`config.mk`:
```
export PLATFORM = sky130hd
export DESIGN_NAME = qte_isqrt
export DESIGN_NICKNAME = d
export VERILOG_FILES = /design/src/rtl/qte_pkg.sv /design/src/rtl/qte_isqrt.sv
export SDC_FILE = /design/constraint.sdc
export NUM_CORES = 2
export LEC_CHECK = 0
export BUFFER_PORTS_ARGS = -buffer_cell sky130_fd_sc_hd__buf_2
export CORE_UTILIZATION = 60
export DETAILED_ROUTE_END_ITERATION = 7
export PLACE_DENSITY = 0.81
export REMOVE_ABC_BUFFERS = 1
export SYNTH_ARGS = -nofsm -noshare
export SYNTH_HDL_FRONTEND = slang
export SYNTH_SLANG_ARGS = --single-unit
```
`constraint.sdc`:
```
create_clock -name i_clk -period 13.1 [get_ports i_clk]
set_input_delay 1.965 -clock i_clk [delete_from_list [all_inputs] [get_ports i_clk]]
set_output_delay 1.965 -clock i_clk [all_outputs]
set_load 0.01 [all_outputs]
```
`src/rtl/qte_pkg.sv`:
```
`timescale 1ns / 1ps
package qte_pkg;

    localparam int CORDIC_STEPS_DEF = 16;
    localparam int QW               = 16;  // quaternion component width
    localparam int AW               = 35;  // atan2 / asin argument width, Q.28
    localparam int PW               = 32;  // partial product width
    localparam int XW               = 38;  // cordic x/y datapath width
    localparam int ZW               = 27;  // cordic angle accumulator, degrees Q.16
    localparam int OW               = 15;  // output angle width, degrees Q.6
    localparam int RW               = 58;  // square root working width
    localparam int ISQ_STAGES       = 29;  // one result bit per stage
    localparam int DEG180_OUT       = 11520;
    localparam int DEG90_OUT        = 5760;
    localparam int DEG180_ACC       = 180 * 65536;

    typedef logic signed [AW-1:0] t_arg;
    typedef logic signed [OW-1:0] t_ang;

    // atan(2^-i) in degrees at scale 2^16
    function automatic logic signed [ZW-1:0] atan_tab(input int i);
        logic signed [ZW-1:0] v;
        case (i)
            0:  v = 27'sd2949120;
            1:  v = 27'sd1740967;
            2:  v = 27'sd919879;
            3:  v = 27'sd466945;
            4:  v = 27'sd234379;
            5:  v = 27'sd117304;
            6:  v = 27'sd58666;
            7:  v = 27'sd29335;
            8:  v = 27'sd14668;
            9:  v = 27'sd7334;
            10: v = 27'sd3667;
            11: v = 27'sd1833;
            12: v = 27'sd917;
            13: v = 27'sd458;
            14: v = 27'sd229;
            15: v = 27'sd115;
            16: v = 27'sd57;
            17: v = 27'sd29;
            18: v = 27'sd14;
            19: v = 27'sd7;
            20: v = 27'sd4;
            21: v = 27'sd2;
            22: v = 27'sd1;
            default: v = 27'sd0;
        endcase
        return v;
    endfunction

endpackage

```
`src/rtl/qte_isqrt.sv`:
```
`timescale 1ns / 1ps
module qte_isqrt import qte_pkg::*; (
    input  logic        i_clk,
    input  logic        i_rst_n,
    input  logic        i_en,
    input  logic        i_valid,
    input  logic [56:0] i_rem,
    output logic        o_valid,
    output logic [28:0] o_root
);

    logic [RW-1:0] r_v [ISQ_STAGES];
    logic [RW-1:0] r_r [ISQ_STAGES];
    logic          r_vld [ISQ_STAGES];

    genvar k;
    generate
        for (k = 0; k < ISQ_STAGES; k++) begin : g_stage
            localparam logic [RW-1:0] BIT = RW'(1) << (56 - 2 * k);
            logic [RW-1:0] p_v, p_r, sum;
            logic          p_vld;
            if (k == 0) begin : g_first
                assign p_v   = {1'b0, i_rem};
                assign p_r   = '0;
                assign p_vld = i_valid;
            end else begin : g_next
                assign p_v   = r_v[k-1];
                assign p_r   = r_r[k-1];
                assign p_vld = r_vld[k-1];
            end
            assign sum = p_r + BIT;
            always_ff @(posedge i_clk) begin
                if (!i_rst_n) begin
                    r_vld[k] <= 1'b0;
                end else if (i_en) begin
                    r_vld[k] <= p_vld;
                end
            end
            always_ff @(posedge i_clk) begin
                if (i_en) begin
                    if (p_v >= sum) begin
                        r_v[k] <= p_v - sum;
                        r_r[k] <= (p_r >> 1) + BIT;
                    end else begin
                        r_v[k] <= p_v;
                        r_r[k] <= p_r >> 1;
                    end
                end
            end
        end
    endgenerate

    assign o_valid = r_vld[ISQ_STAGES-1];
    assign o_root  = r_r[ISQ_STAGES-1][28:0];

endmodule

```
* After elaboration in Yosys (flattened, before gate mapping) *
Memories as Yosys holds them, arrays and structs flattened.
Index checks and enable logic that the tools add are counted.

storage, ports and cells
  flip-flop bits (word level) = 0
  RAM bits = 3393
  input port bits = 61
  output and inout bits = 30
  logic and storage cells = 469
  memories kept = 3

operators by class
  add/sub/neg operators = 85
  magnitude comparators = 29
  multiplexer cells = 265
  bitwise gates (word level) = 87

memory list
  name   depth  width  read ports  clocked after Yosys merged registers in  write ports  RTL line         text
  r_r    29     58     29          0                                        29           qte_isqrt.sv:13  logic [RW-1:0] r_r [ISQ_STAGES];
  r_v    29     58     28          0                                        29           qte_isqrt.sv:12  logic [RW-1:0] r_v [ISQ_STAGES];
  r_vld  29     1      29          0                                        29           qte_isqrt.sv:14  logic r_vld [ISQ_STAGES];

operators by type and width
  operator                                                          number
  58-bit 2-to-1 mux                                                 58
  58-bit >= comparator                                              28
  58-bit subtractor                                                 28
  1-bit 2-to-1 mux                                                  207
  1-bit bitwise OR                                                  87
  57-bit by 1-bit adder with 58-bit output, second input constant   1
  57-bit by 11-bit adder with 58-bit output, second input constant  1
  57-bit by 13-bit adder with 58-bit output, second input constant  1
  57-bit by 15-bit adder with 58-bit output, second input constant  1
  57-bit by 17-bit adder with 58-bit output, second input constant  1
  57-bit by 19-bit adder with 58-bit output, second input constant  1
  57-bit by 21-bit adder with 58-bit output, second input constant  1
  57-bit by 23-bit adder with 58-bit output, second input constant  1
  57-bit by 25-bit adder with 58-bit output, second input constant  1
  57-bit by 27-bit adder with 58-bit output, second input constant  1
  57-bit by 29-bit adder with 58-bit output, second input constant  1
  57-bit by 3-bit adder with 58-bit output, second input constant   1
  57-bit by 31-bit adder with 58-bit output, second input constant  1
  57-bit by 33-bit adder with 58-bit output, second input constant  1
  57-bit by 35-bit adder with 58-bit output, second input constant  1
  57-bit by 37-bit adder with 58-bit output, second input constant  1
  57-bit by 39-bit adder with 58-bit output, second input constant  1
  57-bit by 41-bit adder with 58-bit output, second input constant  1
  57-bit by 43-bit adder with 58-bit output, second input constant  1
  other kinds (39)                                                  39

* Logic depth before layout (Yosys ltp) *
An unclocked memory read counts as a cell.

  word-level depth = 7
  mapped depth = 15
  depth with buffers taken out = 12

* Worst setup path after synthesis *
No wires, ideal clock.

  path kind = input -> register
  start point = input i_en
  end point = memory r_r[24][8], in the netlist r_r[1][472], enable pin
  setup time = 0.471 ns
  data arrival time = 5.070 ns
  setup slack = 7.560 ns
  stages = 4
  path buffers = 4
  cell sequence = clkbuf_1 > clkbuf_1 > clkbuf_1 > clkbuf_1

RTL lines
  item                RTL line         text
  start: declaration  qte_isqrt.sv:5   input logic i_en,
  end: declaration    qte_isqrt.sv:13

==> flow_metrics.env <==
export IMPL_num_rows=149
export IMPL_post_dp_hpwl_mm=171.4
export IMPL_ctsHtreeMaxLevel=4
export IMPL_dr_wl_met3_mm=16.05
export IMPL_wirelength_mm=238.0
export IMPL_worstSetupEndpointType="register"
export IMPL_crit_path_max_fanout=201
export IMPL_initial_utilization_pct=60.34
export IMPL_die_area_um2=167400
export IMPL_clock_latency_ns=0.89
export IMPL_worstHoldStart="r_r[0][843]$_DFFE_PP_"
export IMPL_cts_post_setup_buffers_inserted=0
export IMPL_antenna_violating_nets_post_route=0
export IMPL_detail_route_drc_violations=0
export IMPL_area_share_of_the_largest_cell_type_after_synthesis_pct=63.02
export IMPL_hp_class="reg2reg"
export IMPL_post_synth_cell_area_avg_um2=12.54
export IMPL_setup_worst_path_class="in2reg"
export IMPL_flop2flop_setup_slack_ns=8.21
export IMPL_cts_hold_buffers=0
export IMPL_rsz_0062_raised_after_global_routing="false"
export IMPL_clk_pin_slew_ns=0.06
export IMPL_syn_instance_count=7930
export IMPL_drt_pass1_iter_count=6
export IMPL_seq_area_frac_synth_pct=63.04
export IMPL_areaGrowthSynthToFinish_pct=9.856
export IMPL_synth_area_leader_cell="sky130_fd_sc_hd__edfxtp_1"
export IMPL_synth_ff_type="sky130_fd_sc_hd__edfxtp_1"
export IMPL_yosysWarnings=0
export IMPL_via_to_cell_ratio=6.183
export IMPL_highest_layer="met4"
export IMPL_crit_required_ns=13.59
export IMPL_layout_commonest_cell="sky130_fd_sc_hd__edfxtp_1"
export IMPL_power_total_w=0.01863
export IMPL_io_buffer_count=90
export IMPL_clock_skew_after_layout_ns=0.08533
export IMPL_achievable_frequency_ghz=0.1861
export IMPL_cts_repair_resized=0
export IMPL_post_drt_wl_per_cell_um=22.81
export IMPL_fillCellCount=11541
export IMPL_final_weighted_congestion_of_routability_driven_global_placement=0.9621
export IMPL_setup_total_negative_slack_ns=0
export IMPL_gr_usage_all_layers_pct=28.13
export IMPL_cts_root_buffer_cell="sky130_fd_sc_hd__clkbuf_16"
export IMPL_synth_ff_latch_count=2088
export IMPL_critPathArrivalTime_ns=5.86
export IMPL_drv_slew=0
export IMPL_globalRoute_totalOverflow=0
export IMPL_synth_enable_flop_cells=2087
export IMPL_cp_start_kind="primary input"
export IMPL_grt_pass1_vias=62670
export IMPL_die_h_um=409.1
export IMPL_timing_max_cap_violations=0
export IMPL_wl_met1_mm=98.15
export IMPL_detail_route_iter0_violations=7058
export IMPL_tightest_slew_ns=1.330
export IMPL_cts_num_sinks=2088
export IMPL_min_period_ns=5.373
export IMPL_fin_crit_sh_pct=41.02
export IMPL_synthDistinctLibCells=87
export IMPL_mostFrequentLayoutCells="sky130_fd_sc_hd__edfxtp_1, sky130_fd_sc_hd__nand2_1, sky130_fd_sc_hd__inv_1"
export IMPL_wl_met2_mm=116.9
export IMPL_die_x_um=409.1
export IMPL_setup_viol=0
export IMPL_startpoint_of_the_worst_register_to_register_path="r_v[1][386]$_DFFE_PP_"
export IMPL_length_in_cells_of_the_worst_reg_to_reg_path=10
export IMPL_power_leakage_nw=40.99
export IMPL_hold_violations=0
export IMPL_cts_tree="yes"
export IMPL_post_route_cells_drive_above_1_share_pct=6.806
export IMPL_max_slew_margin_rel_pct=10.49
export IMPL_final_net_count=8593
export IMPL_irDropWorstVdd_uv=159.8
export IMPL_worst_hold_path_endpoint="r_r[0][900]$_DFFE_PP_"
export IMPL_ys_top_cells_by_area="sky130_fd_sc_hd__edfxtp_1, sky130_fd_sc_hd__ha_1, sky130_fd_sc_hd__xor2_1"
export IMPL_wire_length_of_the_first_global_routing_pass_mm=363.0
export IMPL_dr_total_vias=64528
export IMPL_run_status="finished clean"
export IMPL_power_per_cell_area_nw_per_um2=170.5
export IMPL_antenna_found_initial=8
export IMPL_clock_path_buffers=3
export IMPL_synth_async_sr_flop_share_pct=0
export IMPL_worst_r2r_endpoint="r_v[1][454]$_DFFE_PP_"
export IMPL_grt_start_max_net_pins=202
export IMPL_synth_area_um2=99450
export IMPL_min_delay_path_depth=0
export IMPL_cts_buffer_count=204
export IMPL_ios=91
export IMPL_core_um2=164800
-- worst max-delay path, stage by stage --
cell and delay (ns):
sky130_fd_sc_hd__buf_12 0.29, sky130_fd_sc_hd__buf_4 0.64, sky130_fd_sc_hd__buf_4 0.88, sky130_fd_sc_hd__buf_12 0.71
sky130_fd_sc_hd__buf_4 0.97
-- logic make-up (layout without fill, tap and decap cells) --
family | Yosys count | count (layout) | synth area share, %
xor gates and xnor gates | 706 | 706 | 6.218
AOI/OAI and AO/OA | 1468 | 1468 | 9.163
other | 0 | 4 | 0
buffers and inverters | 773 | 1086 | 2.958
and+or+nand+nor | 2386 | 2386 | 12.29
DFF | 2088 | 2088 | 63.04
adders and majority gates | 460 | 460 | 5.787
muxes | 49 | 49 | 0.5435
-- per-layer routing --
layer,vias up,global-route usage (%)
li1,29813,-
met1,31783,37.82
met2,2530,47.39
met3,402,4.029
met4,0,8.814
met5,-,0
-- sequential cells by signal, summed over array words and instances (netlist names) --
register	count
r_r	435
r_v	1624
r_vld	29
-- power by group --
part	switching (W)	total (W)	leakage, nW	internal (W)
Clock	0.00262	0.00601	3.33	0.00339
Combinational	0.00209	0.00350	17.6	0.00141
Sequential	0.000695	0.00911	20.1	0.00842
Total	0.00541	0.0186	41.0	0.0132
-- area by class of cell --
type | count | area, µm² | share of cell area [%]
antenna | 4 | 10.01 | 0.009162
clock buffer | 233 | 5214 | 4.772
clock inverter | 144 | 1714 | 1.569
inverter | 577 | 2166 | 1.982
multi-input combinational | 5069 | 33870 | 31.00
sequential | 2088 | 62690 | 57.38
tap | 2189 | 2739 | 2.507
timing repair buffer | 132 | 843.3 | 0.7719
-- synth_stat cells, types with 37 or more instances --
cell type	count
sky130_fd_sc_hd__xor2_1	379
sky130_fd_sc_hd__nand4_1	124
sky130_fd_sc_hd__o21bai_1	37
sky130_fd_sc_hd__mux2_2	40
sky130_fd_sc_hd__a211oi_1	44
sky130_fd_sc_hd__nand2b_1	101
sky130_fd_sc_hd__nand2_1	619
sky130_fd_sc_hd__ha_1	460
sky130_fd_sc_hd__or4_1	67
sky130_fd_sc_hd__a21o_1	189
sky130_fd_sc_hd__inv_1	575
sky130_fd_sc_hd__edfxtp_1	2087
sky130_fd_sc_hd__nand3_1	138
sky130_fd_sc_hd__nor2_1	433
sky130_fd_sc_hd__o21a_1	83
sky130_fd_sc_hd__xnor2_1	327
sky130_fd_sc_hd__or3_1	87
sky130_fd_sc_hd__nor2b_1	71
sky130_fd_sc_hd__o21ai_0	479
sky130_fd_sc_hd__clkbuf_1	175
sky130_fd_sc_hd__and3_1	63
sky130_fd_sc_hd__nor4_1	269
sky130_fd_sc_hd__a31oi_1	37
sky130_fd_sc_hd__or2_2	40
sky130_fd_sc_hd__a21oi_1	360
sky130_fd_sc_hd__nor3_1	223
-- worst max-delay path by stage --
| stage | startpoint | endpoint | depth (start not counted) |
|---|---|---|---|
| floorplan | i_en | r_v[1][169]$_DFFE_PP_ | 7 |
| global placement | i_en | r_v[1][287]$_DFFE_PP_ | 12 |
| detailed placement | i_en | r_v[1][279]$_DFFE_PP_ | 12 |
| CTS | i_en | r_v[1][279]$_DFFE_PP_ | 12 |
| global route | i_en | r_v[1][279]$_DFFE_PP_ | 12 |
| finish | i_en | r_v[0][368]$_DFFE_PP_ | 5 |
-- metrics by stage --
stage	util [%]	setup slack [ns]	hold slack [ns]	std cells	instance area (µm²)
after floorplan	-	7.003	0.4166	7734	98670
after global placement	62.08	7.000	0.4262	10055	102300
final	66.29	7.727	0.4219	10436	109200
after detailed placement	62.08	6.879	0.4268	10055	102300
after global routing	66.29	7.444	0.4252	10433	109200
after CTS	66.28	7.763	0.4218	10432	109200
Power figures use the tool's default switching activity.
